--- src/rtl/plt_ram.sv ---
// Simple dual-port synchronous RAM: one write port, one read port, registered read data.
// Depends on nothing; used twice by the fade engine top level.
`default_nettype none

module plt_ram #(
  parameter int DEPTH = 256,
  parameter int WIDTH = 16,
  localparam int AW = $clog2(DEPTH)
) (
  input  wire logic             clk,
  input  wire logic             we,
  input  wire logic [AW-1:0]    waddr,
  input  wire logic [WIDTH-1:0] wdata,
  input  wire logic             re,
  input  wire logic [AW-1:0]    raddr,
  output logic      [WIDTH-1:0] rdata
);

  logic [WIDTH-1:0] mem_r [DEPTH];
  logic [WIDTH-1:0] rdata_r;

  always_ff @(posedge clk) begin
    if (we) begin
      mem_r[waddr] <= wdata;
    end
  end

  always_ff @(posedge clk) begin
    if (re) begin
      rdata_r <= mem_r[raddr];
    end
  end

  assign rdata = rdata_r;

endmodule

`default_nettype wire

--- config.mk ---
export PLATFORM = sky130hd
export DESIGN_NAME = plt_ram
export DESIGN_NICKNAME = d
export VERILOG_FILES = /design/src/rtl/plt_ram.sv
export SDC_FILE = /design/constraint.sdc
export NUM_CORES = 2
export LEC_CHECK = 0
export BUFFER_PORTS_ARGS = -buffer_cell sky130_fd_sc_hd__buf_4
export CORE_MARGIN = 2
export CORE_UTILIZATION = 25
export DETAILED_ROUTE_END_ITERATION = 6
export SYNTH_ARGS = -nofsm -noshare
export SYNTH_HDL_FRONTEND = slang
export SYNTH_SLANG_ARGS = --single-unit
--- constraint.sdc ---
create_clock -name clk -period 5.9 [get_ports clk]
set_clock_uncertainty 0.1 [all_clocks]
set_input_delay 0.295 -clock clk [delete_from_list [all_inputs] [get_ports clk]]
set_output_delay 0.295 -clock clk [all_outputs]
set_load 0.05 [all_outputs]
==> Word level (Yosys, flattened, before mapping) <==
Memory sizes are Yosys's and may differ from the RTL's. A register that Yosys moved wholly into a read port is not among the register bits.
Cells that the tools add are included.
{ "totals": {"rom_bits": 0, "word_cells": 3, "out_inout_bits": 16, "mem_bits_rw": 4096, "latchBits": 0, "regBits": 0, "mem_count": 1, "input_bits": 35} }
{ "memory_table": {"columns": ["memory", "depth", "width", "read_ports", "rd_ports_with_merged_regs", "wr", "line", "rtl"], "rows": [
  ["mem_r", 256, 16, 1, 1, 1, "19", "logic [WIDTH-1:0] mem_r [DEPTH];"]
]} }
{ "classes": {"multipliers": 0, "shift": 0, "addsub": 0, "n_mux": 2, "reduce_logical": 0, "magnitude_cmp": 0, "bitwise_logic": 0, "div_mod_pow": 0, "n_eq_ne": 0} }
{ "ops": {"columns": ["operator", "count"], "rows": [
  ["2-to-1 mux 1 bit", 2]
]} }

==> Logic depth before layout (Yosys ltp) <==
{ "depth": {"word_depth": 2, "depth_mapped": 12, "ltp_nobuf": 6} }

==> Least setup slack after synthesis <==
OpenSTA, ideal clock, no wires.
{ "synth_path": {"kind": "input port to flip-flop", "from": "input port raddr[0]", "to": "register rdata_r[4], in the netlist rdata[4] (read register of mem_r), data pin", "setup_time_ns": 0.265, "arrival_time_ns": 2.279, "cell_stages": 8, "path_slack_ns": 3.256, "path_buffers": 3, "t_required_ns": 5.535, "cell_sequence": "buf_6 -> buf_6 -> buf_2 -> mux4_2 -> mux4_2 -> a22o_1 -> o32ai_2 -> nor4_2"} }
{ "synth_rtl": {"columns": ["item", "line", "rtl"], "rows": [
  ["start, declared", "15", "input wire logic [AW-1:0] raddr,"],
  ["end, declared", "20", "logic [WIDTH-1:0] rdata_r;"]
]} }

==> Worst setup path in the final report <==
{ "layout_path": {"from": "input port waddr[1]", "to": "memory mem_r[41][6] (enable)"} }
{ "layout_rtl": {"columns": ["item", "line", "rtl"], "rows": [
  ["start, declared", "12", "input wire logic [AW-1:0] waddr,"],
  ["end, declared", "19", null]
]} }
No word-level cell before the write port.

==> metrics.cfg <==
[yosys]
syn_avg_cell_area_um2 = 21.59
async_flop_share = 0
syn_area_um2 = 158900
yosys.cell_types.count = 51
ys.flop_type = edfxtp_1
synth-seq-cells = 4112
synth_edf_count = 4112
yosysWarnings = 0
syn_inst = 7360
synth_seq_area_share = 0.7772
synth_fp_nets = 7395

[layout]
drive_gt1_frac = 0.2504
stdcell_area_um2 = 184100
nets = 7817
area_growth_pct = 15.85

[placed_design]
dpl_cell_area_um2 = 171200
port-buffer-count = 50
place.gp.congestion = 0.8495
hpwl_mm = 255.0

[worst_setup_path]
critPathMaxFanout = 13
required_ps = 6460
crit_path_start_kind = primary input
reg2reg_from = mem_r[138][4]
reg2reg_to = rdata[4]
end_kind = flop
r2r_setup_slack_ps = 2660
critical_path_class = in -> reg
worstPathArrival_ps = 4290
reg2reg_depth = 6

[clocking]
path_clk_slew_ps = 60
clock_latency_ps = 1000
clockRootBuffer = clkbuf_16
tritoncts = built
cts_resized = 0
cts_buffer_depth = 4
numCtsBuffers = 390
cts_max_level = 5
cts_sinks = 4112

[sta]
rsz0062_at_grt = false
period_needed_ps = 3734
tightest_slew_ps = 1439
max_freq_mhz = 267.8
maxSlewHeadroom = 0.03333
period_share = 0.6328
fin_tns_setup_ps = 0
report.final.hold_viol_count = 0
setup_viol = 0
drv_slew = 0

[route]
ant_nets = 0
wirelength_mm = 429.6
dr.pass1.iters = 6
vias = 78209
drt_iter0_markers = 9916
viasPerCell = 4.739
drc_errors = 0
wl_per_cell_um = 26.03

[global_routing]
antenna_found_initial = 26
grt_pass1_wl_mm = 601.8
grt_usage = 0.1280
grt_max_degree = 173
grt_overflow = 0
first_global_vias = 76283

[pwr]
p_total_w = 0.06021
leakage_nw = 56.46
p_clk_frac = 0.413
cellPowerDensity_nw_per_um2 = 327.1
p_int_w = 0.04709
irDropWorstVdd_mv = 0.2659
p_sw_frac = 0.2178
p_seq_frac = 0.536
p_comb_frac = 0.051
p_switching_w = 0.01311

[floorplan]
rows = 292
start_util = 0.2511
die_h_um = 801.2
core_um2 = 632800
die_w_um = 801.2
ioPinCount = 51
fp.dieArea_um2 = 641900

[min_path]
hp-class = in -> reg
min_from = waddr[0]
hold_depth = 4
hold_path_end = mem_r[55][15]

[status]
status = complete, no violations

[flow_run]
maxCapViolCount = 0

power groups by stage:
stage | Combinational, W | Clock, W | Sequential [W]
4_1_cts | 0.00307 | 0.0252 | 0.0323
5_1_grt | 0.00320 | 0.0263 | 0.0323
3_5_place_dp | 0.00305 | 0 | 0.0329
2_1_floorplan | 0.00159 | 0 | 0.0329
6_report | 0.00306 | 0.0249 | 0.0323
3_3_place_gp | 0.00302 | 0 | 0.0329
how the worst max path moves through the flow:
stage                   from            end  slack (ps)  cells after the start
floorplan           raddr[0]       rdata[4]        3260                      8
global placement    raddr[0]      rdata[14]        1420                     10
detailed placement  raddr[1]      rdata[13]        1380                      8
CTS                 waddr[1]  mem_r[213][1]        2300                      6
global route        waddr[1]  mem_r[40][15]        2200                      6
finish              waddr[1]   mem_r[41][6]        2170                      6
cells in the final DEF, fill, tap and decap left out, types with 88 or more instances in the layout:
master	n
nor3_1	89
clkinv_1	92
o22ai_1	148
mux2_2	88
clkbuf_16	391
mux2i_1	565
nor2_1	226
mux4_2	797
a21oi_1	175
edfxtp_1	4112
o221ai_1	252
buf_4	400
cell type report:
type	instances	area [um^2]
clock buffers	457	10030
diodes	14	35.03
inverters	4	27.53
repair buffers	482	4352
well taps	8379	10480
clock inverters	263	2539
flip-flops and latches	4112	123500
multi-input cells	2792	33100
fillers	61216	448700
critical path: stages:
cell and delay [ps]:
dlygate4sd3_1 650, buf_4 220, nor2b_1 560, nand3_2 1150, nor2_1 1030, buf_4 350
routing by layer:
metal	routed length, um	part of all wire	global-route usage	vias up
li1	-	-	-	32150
met1	175200	0.41	0.1752	41877
met2	203000	0.47	0.2064	3574
met3	35470	0.083	0.02169	594
met4	15870	0.037	0.04356	14
met5	99	0.00023	0	-
state kept, by name (all words and copies together), names as in the netlist:
register and cells:
mem_r 4096, rdata 16
cell families (layout without fill, tap and decap cells):
group | count (synthesis) | in the layout | share of synthesized area
flops | 4112 | 4112 | 0.7772
mux | 1450 | 1450 | 0.1548
compound gates | 786 | 786 | 0.03534
simple gates | 556 | 556 | 0.01573
buf+inv | 456 | 1206 | 0.01692
other cells | 0 | 14 | 0
cells in the mapped netlist (all sizes together), types with 32 or more instances:
| library cell | n | share of area |
|---|---|---|
| a21oi | 175 | 0.0055 |
| a22oi | 43 | 0.0020 |
| buf | 222 | 0.011 |
| mux2i | 565 | 0.036 |
| nand3 | 35 | 0.0011 |
| mux4 | 797 | 0.11 |
| edfxtp | 4112 | 0.78 |
| o21ai | 38 | 0.0012 |
| o221ai | 253 | 0.014 |
| clkbuf | 230 | 0.0054 |
| nand2 | 38 | 0.00090 |
| nor2 | 304 | 0.0072 |
| o22ai | 148 | 0.0058 |
| mux2 | 88 | 0.0062 |
| a22o | 32 | 0.0018 |
| nor3 | 92 | 0.0029 |
stage by stage:
step / cells / setup WS, ps / util / hold slack (ps)
after floorplan: 7360 / 3256 / - / 293.9
after global routing: 16492 / 2196 / 0.2908 / 65.22
after CTS: 16489 / 2300 / 0.2908 / 3.102
final: 16503 / 2166 / 0.2909 / 89.56
after detailed placement: 15749 / 1384 / 0.2706 / 595.7
after global placement: 15749 / 1416 / 0.2706 / 590.0
repair_timing:
item,CTS,global route
hold buffers,20,0
setup buffers,0,0
hold endpoints to repair,1557,0
Power figures use the tool's default switching activity.
