===== config.mk =====
export PLATFORM = sky130hd
export DESIGN_NAME = plt_seq
export DESIGN_NICKNAME = d
export VERILOG_FILES = /design/src/rtl/plt_pkg.sv /design/src/rtl/plt_seq.sv
export SDC_FILE = /design/constraint.sdc
export NUM_CORES = 1
export LEC_CHECK = 0
export BUFFER_PORTS_ARGS = -buffer_cell sky130_fd_sc_hd__buf_2
export CAP_MARGIN = 5
export CORE_MARGIN = 2
export CORE_UTILIZATION = 40
export CTS_CLUSTER_DIAMETER = 150
export DETAILED_ROUTE_END_ITERATION = 6
export GPL_TIMING_DRIVEN = 0
export HOLD_SLACK_MARGIN = 0.1
export PLACE_DENSITY = 0.68
export SLEW_MARGIN = 20
export SYNTH_ARGS = -nofsm -noshare
export SYNTH_HDL_FRONTEND = slang
export SYNTH_SLANG_ARGS = --single-unit

===== constraint.sdc =====
create_clock -name clk -period 2.2 [get_ports clk]
set_input_delay 0 -clock clk [delete_from_list [all_inputs] [get_ports clk]]
set_output_delay 0 -clock clk [all_outputs]
set_load 0.05 [all_outputs]

===== src/rtl/plt_pkg.sv =====
// Shared types, function codes and colour arithmetic for the RGB565 palette fade engine.
// Depends on nothing; plt_seq and the top level refer to it by scoped names.
`default_nettype none

package plt_pkg;

  localparam logic [2:0] FN_LOAD         = 3'd0;
  localparam logic [2:0] FN_SNAPSHOT     = 3'd1;
  localparam logic [2:0] FN_FADE_BEGIN   = 3'd2;
  localparam logic [2:0] FN_FADE_STEP    = 3'd3;
  localparam logic [2:0] FN_UNFADE_BEGIN = 3'd4;
  localparam logic [2:0] FN_UNFADE_STEP  = 3'd5;
  localparam logic [2:0] FN_READ         = 3'd6;

  localparam logic [5:0] LEVEL_MAX = 6'd32;
  localparam logic [4:0] FADE_RB   = 5'd2;
  localparam logic [5:0] FADE_G    = 6'd4;

  typedef struct packed {
    logic [2:0] func;
    logic [7:0] index;
    logic [7:0] red;
    logic [7:0] green;
    logic [7:0] blue;
  } in_beat_t;

  typedef struct packed {
    logic [15:0] color_565;
    logic        warning;
  } out_beat_t;

  typedef struct packed {
    logic       clr;
    logic       idle;
    logic       rd;
    logic       sweep_rd;
    logic       sweep_wr;
    logic       fin;
    logic [2:0] op;
  } seq_ctl_t;

  function automatic logic [15:0] pack565(input logic [7:0] r, input logic [7:0] g,
                                          input logic [7:0] b);
    return {r[7:3], g[7:2], b[7:3]};
  endfunction

  function automatic logic [15:0] fade565(input logic [15:0] p);
    logic [4:0] r;
    logic [5:0] g;
    logic [4:0] b;
    r = (p[15:11] > FADE_RB) ? p[15:11] - FADE_RB : 5'd0;
    g = (p[10:5] > FADE_G) ? p[10:5] - FADE_G : 6'd0;
    b = (p[4:0] > FADE_RB) ? p[4:0] - FADE_RB : 5'd0;
    return {r, g, b};
  endfunction

  function automatic logic [15:0] unfade565(input logic [15:0] s, input logic [5:0] level);
    logic [6:0] lv2;
    logic [7:0] lv4;
    logic [4:0] r;
    logic [5:0] g;
    logic [4:0] b;
    lv2 = {level, 1'b0};
    lv4 = {level, 2'b00};
    r = (lv2 < {2'b00, s[15:11]}) ? lv2[4:0] : s[15:11];
    g = (lv4 < {2'b00, s[10:5]}) ? lv4[5:0] : s[10:5];
    b = (lv2 < {2'b00, s[4:0]}) ? lv2[4:0] : s[4:0];
    return {r, g, b};
  endfunction

endpackage

`default_nettype wire


===== src/rtl/plt_seq.sv =====
// Sequencer of the fade engine: state machine, entry counter and the write stage of a sweep.
// Depends on plt_pkg for the function codes and the control struct.
`default_nettype none

module plt_seq #(
  parameter int ENTRIES = 256,
  localparam int AW = $clog2(ENTRIES),
  localparam int CW = $clog2(ENTRIES + 1)
) (
  input  wire logic             clk,
  input  wire logic             rst_n,
  input  wire logic             in_fire,
  input  wire logic [2:0]       in_func,
  input  wire logic             out_free,
  output plt_pkg::seq_ctl_t     ctl,
  output logic      [AW-1:0]    raddr,
  output logic      [AW-1:0]    waddr
);

  typedef enum logic [4:0] {
    ST_CLR   = 5'b00001,
    ST_IDLE  = 5'b00010,
    ST_RD    = 5'b00100,
    ST_SWEEP = 5'b01000,
    ST_FIN   = 5'b10000
  } state_t;

  state_t        state_r, state_nxt;
  logic [CW-1:0] cnt_r, cnt_nxt;
  logic [2:0]    op_r, op_nxt;
  logic          wv_r;
  logic [AW-1:0] wa_r;
  logic          issuing;

  assign issuing = (state_r == ST_SWEEP) && (cnt_r != CW'(ENTRIES));

  always_comb begin
    state_nxt = state_r;
    cnt_nxt   = cnt_r;
    op_nxt    = op_r;
    unique case (state_r)
      ST_CLR: begin
        cnt_nxt = cnt_r + 1'b1;
        if (cnt_r == CW'(ENTRIES - 1)) begin
          state_nxt = ST_IDLE;
        end
      end
      ST_IDLE: begin
        if (in_fire) begin
          op_nxt  = in_func;
          cnt_nxt = '0;
          if (in_func == plt_pkg::FN_READ) begin
            state_nxt = ST_RD;
          end else if (in_func == plt_pkg::FN_SNAPSHOT || in_func == plt_pkg::FN_FADE_BEGIN ||
                       in_func == plt_pkg::FN_FADE_STEP || in_func == plt_pkg::FN_UNFADE_STEP) begin
            state_nxt = ST_SWEEP;
          end else begin
            state_nxt = ST_FIN;
          end
        end
      end
      ST_RD: begin
        state_nxt = ST_FIN;
      end
      ST_SWEEP: begin
        if (issuing) begin
          cnt_nxt = cnt_r + 1'b1;
        end else if (!wv_r) begin
          state_nxt = ST_FIN;
        end
      end
      ST_FIN: begin
        if (out_free) begin
          state_nxt = ST_IDLE;
        end
      end
      default: begin
        state_nxt = ST_CLR;
        cnt_nxt   = '0;
      end
    endcase
  end

  always_ff @(posedge clk) begin
    if (!rst_n) begin
      state_r <= ST_CLR;
      cnt_r   <= '0;
      wv_r    <= 1'b0;
    end else begin
      state_r <= state_nxt;
      cnt_r   <= cnt_nxt;
      wv_r    <= issuing;
    end
  end

  always_ff @(posedge clk) begin
    op_r <= op_nxt;
    wa_r <= cnt_r[AW-1:0];
  end

  assign ctl.clr      = (state_r == ST_CLR);
  assign ctl.idle     = (state_r == ST_IDLE);
  assign ctl.rd       = (state_r == ST_RD);
  assign ctl.sweep_rd = issuing;
  assign ctl.sweep_wr = wv_r;
  assign ctl.fin      = (state_r == ST_FIN);
  assign ctl.op       = op_r;

  assign raddr = cnt_r[AW-1:0];
  assign waddr = (state_r == ST_CLR) ? cnt_r[AW-1:0] : wa_r;

endmodule

`default_nettype wire


; Word level (Yosys, flattened, before mapping)
; Index checks and enable logic that the tools add are counted.
[word_totals]
ff_bits = 26
inputBits = 7
output_inout_bits = 25
word_cells = 45
[op_classes]
addsub = 1
n_eq_ne = 18
n_mux = 12
bitwise = 1
reduce_logical = 8
[ops]
columns = op, n
row1 = $pmux W9 S4, 1
row2 = $mux W5, 7
row3 = $pmux W5 S5, 1
row4 = $mux W9, 2
row5 = $ne A2 B2 Y1 const B, 5
row6 = $add A9 B1 Y9 const B, 1
row7 = $eq A9 B8 Y1 const B, 1
row8 = $ne A9 B9 Y1 const B, 1
row9 = $mux W8, 1
row10 = $eq A3 B2 Y1 const B, 2
row11 = $eq A3 B3 Y1 const B, 2
row12 = $eq A5 B1 Y1 const B, 1
row13 = $eq A5 B2 Y1 const B, 1
row14 = $eq A5 B3 Y1 const B, 1
row15 = $eq A5 B4 Y1 const B, 1
row16 = $eq A5 B5 Y1 const B, 1
row17 = $reduce_and A5 Y1, 1
row18 = $eq A3 B1 Y1 const B, 1
row19 = $logic_or A1 B1 Y1, 3
row20 = $reduce_and A3 Y1, 1
row21 = $ne A2 B1 Y1 const B, 1
row22 = $reduce_and A2 Y1, 1
row23 = $reduce_or A2 Y1, 1
row24 = $logic_and A1 B1 Y1, 1
row25 = $not A1 Y1, 1

; Logic depth before layout (Yosys ltp)
[logic_depth]
ltp_word = 8
ltp_mapped = 8
depth_no_buf = 6

; Worst setup path before layout
; Ideal clock, no wire load.
[synth_path]
kind = reg2reg
from = register state_r[2]
to = register state_r[0]
setup_ns = 0.123
arrival_ns = 2.680
slack_ns = -0.603
stages_incl_launch_ff = 6
path_buffers = 1
synth_period_minus_slack_ns = 2.803
path_cell_list = dfxtp_1 -> buf_6 -> nor2b_4 -> nor4b_1 -> nor4_1 -> or2_2
[synth_rtl]
columns = item, line
row1 = start: declaration, plt_seq.sv:28  ; state_t state_r, state_nxt;
row2 = start signal: assignment, plt_seq.sv:90  ; state_r <= state_nxt;

; Final worst setup path
[layout_path]
from = register cnt_r[0]
to = register cnt_r[5]
[layout_via]
elab_chain_cells = 4
word_cells_on_any_way = 7
cone_classes = 1 x add/sub / 2 x eq/ne / 2 x mux / 2 x reduce/logical
[layout_rtl]
columns = item, line
row1 = start: declaration, plt_seq.sv:29  ; logic [CW-1:0] cnt_r, cnt_nxt;
row2 = start signal: assignment, plt_seq.sv:91  ; cnt_r <= cnt_nxt;
row3 = branches (longest 4 deep; another with $add A9 B1 Y9), -
; Several ways; the timed one is not identified. The select of a mux whose other input is x is not followed.
; A chain may end at the register's enable or synchronous reset.

==> metrics.csv <==
stage,metric,value,unit
timing,period utilization,94.1,%
drt,first-pass iteration count of the detailed router,5,
cts,Worst-path clk slew,0.14,ns
finish,FF+latch area,551,um2
timing,worst slew pin tran,0.719,ns
floorplan,Die W,62.7,um
cts,CTS Sinks,26,
drt,initial DRC count,90,
finish,fillers,340,
worst_setup_path,R2R cell count,8,
finish,# diodes,0,
power_and_ir_drop,Static Leak,0.715,nW
yosys,syn_nets,149,
floorplan,Rows,21,
timing,setup tns final,0,ns
timing,Rel. slew slack,51.6,%
floorplan,initial cell density of the core,41.6,%
worst_setup_path,Critical Path Sink Type,register,
cts,CTS Buf Count,3,
grt,largest net degree at the start of global routing,15,
cts,maximum buffer depth of the clock tree,2,
placed_design,pre-CTS setup slack,0.159,ns
timing,final critical-path required period,2.07,ns
cts,"Clk Latency, worst-skew pair",0.31,ns
worst_hold_path,worst hold stages,3,
placed_design,# port buffers,31,
power_and_ir_drop,Power Density,473,nW/um2
yosys,ranking of synthesized cells by area,"dfxtp_1 (33%), buf_4 (6.5%), edfxtp_1 (6.5%)",
floorplan,die height,62.7,um
worst_setup_path,FF-to-FF Start,cnt_r[0],
yosys,top_reg_cell synth,dfxtp_1,
grt,initial antenna violation count,0,
floorplan,CORE AREA,3310,um2
worst_setup_path,critical path class,reg2reg,
yosys,"flops & latches, synth",26,
yosys,Cell variety after synth,41,
drt,DR WL/cell,12.7,um
finish,"commonest cells after routing, fill and taps aside","buf_2 (35), dfxtp_1 (23), buf_4 (12)",
yosys,syn avg cell area,9.90,um2
yosys,post-synthesis sequential area ratio,40.0,%
cts,# H-tree levels,1,
grt,GRT overflow,0,
worst_setup_path,"setup slack, reg-to-reg",0.13,ns
worst_setup_path,RR Endpoint,cnt_r[5],
floorplan,Die ar.,3930,um2
yosys,Synth async-reset ratio,0,%
drt,final antenna-violating net count,0,
timing,"Setup violations, final",0,
yosys,"EDFF count, synth",3,
yosys,Post-Syn Area,1380,um2
grt,vias in the first global route,1136,
worst_hold_path,hold crit path type,in2reg,
finish,Syn-to-layout area delta,22.3,%
finish,utilization after layout,50.8,%
drt,drt drc,0,
placed_design,dpl hpwl,2070,um
worst_hold_path,WHS Endpoint,state_r[2],
cts,Root Driver,clkbuf_4,
grt,GRT Total Usage,15.2,%
worst_setup_path,Critical Path Source Type,register,
yosys,Mapped Cells,139,
drt,via/cell ratio,5.24,
timing,RSZ-0062 raised after global routing,false,
outcome,status,finished clean,
worst_setup_path,Critical Path RT,2.43,ns
timing,final worst slack,0.131,ns
cts,CTS tree,done,
finish,"Net count, final",191,
worst_setup_path,Worst Path Arrival,2.30,ns
yosys,Yosys top cell area share,33.5,%
timing,Fin. Hold Viols,0,
finish,fraction of layout cells with a size suffix above 1,37.2,%
flow_run,max_cap viols,0,
timing,Max Transition Viols Final,0,
drt,Routed WL,2880,um
placed_design,gpl congestion,0.828,
worst_hold_path,hold wc startpoint,in_func[0],
floorplan,I/O Pins,32,
finish,"commonest non-fill, non-tap cell in the layout",buf_2,
drt,vias,1184,
timing,Clock Skew,0.00351,ns
grt,first-pass GRT wire length,4950,um
timing,Fmax,483,MHz
yosys,"area leader, netlist",dfxtp_1,
yosys,synth warn,0,
power_and_ir_drop,Max VDD drop,0.337,mV
finish,combined area of the multi-input logic cells,684,um2
worst_setup_path,Crit Path Max Fanout,10,
-- timing repair --
item                       in CTS  in global routing
buffers inserted                0                  0
resized for setup               0                  2
hold endpoints to repair       11                  0
hold buffers                    6                  0
setup endpoints to repair       0                  8
-- critical path: stages, from the launching register on --
cell and delay [ns]:
dfxtp_1 0.52, inv_1 0.08, ha_1 0.20, nor4b_1 0.15, and4_1 0.20, buf_2 0.16
buf_2 0.19, o31a_1 0.28, o21ba_2 0.20
-- power by group --
| group | leakage (nW) | switching (mW) | internal, mW |
|---|---|---|---|
| registers | 0.213 | 0.0113 | 0.488 |
| logic | 0.487 | 0.0553 | 0.0369 |
| clock network | 0.0154 | 0.137 | 0.0664 |
| total | 0.715 | 0.204 | 0.592 |
-- per-layer routing --
layer / vias up / wire length, um / GRT usage [%]
met5: - / 0 / 0
met4: 0 / 44 / 4.72
met3: 6 / 155 / 4.50
met2: 34 / 1360 / 26.5
met1: 553 / 1320 / 18.0
li1: 591 / - / -
-- worst max-delay path by stage --
stage	start	to	slack, ns	depth (start not counted)
floorplan	state_r[2]	state_r[0]	0.17	5
finish	cnt_r[0]	cnt_r[5]	0.13	8
global route	cnt_r[0]	cnt_r[5]	0.02	8
detailed placement	cnt_r[0]	cnt_r[5]	0.16	8
CTS	state_r[1]	waddr[3]	0.03	5
global placement	cnt_r[0]	cnt_r[5]	0.19	8
-- synth_stat cells (2+ instances only) --
master,instances
dfxtp_1,23
buf_4,12
mux2_2,8
o21ai_0,8
inv_1,6
o31ai_1,6
a21oi_1,5
nand3_1,5
nor4_1,5
or4_1,5
buf_2,4
nand2_1,4
nor2_1,4
a21boi_1,3
and2_1,3
and4_1,3
edfxtp_1,3
ha_1,3
nor4b_1,3
and3_1,2
or2_2,2
or4b_1,2
xnor2_1,2
-- kinds of logic after synthesis --
group | Yosys count | synth area share (%)
muxes | 8 | 6.55
and+or+nand+nor | 46 | 23.3
AOI/OAI and AO/OA | 30 | 15.5
buffers and inverters | 24 | 10.7
xor gates and xnor gates | 2 | 1.27
adders and majority gates | 3 | 2.73
DFF | 26 | 40.0
-- cell type report --
class | count | area share (%)
Clock buffer | 3 | 1.34
Tap cell | 46 | 3.42
Timing Repair Buffer | 37 | 12.8
Sequential cell | 26 | 32.7
Multi-Input combinational cell | 89 | 40.7
Buffer | 18 | 7.51
Inverter | 6 | 1.34
Clock inverter | 1 | 0.223
-- metrics by stage --
step,power (mW),instances,area [um2],hold WS (ns)
2_1_floorplan,0.568,139,1380,0.0775
3_3_place_gp,0.592,216,1600,0.213
3_5_place_dp,0.595,216,1600,0.216
4_1_cts,0.811,226,1680,0.405
5_1_grt,0.836,226,1680,0.410
6_report,0.795,226,1680,0.411
-- registers in the layout (all words and copies together) (netlist names) --
register and flops:
wv_r 1, wa_r 8, op_r 3, state_r 5
cnt_r 9
Note: power is estimated with default switching activity, not from simulation.
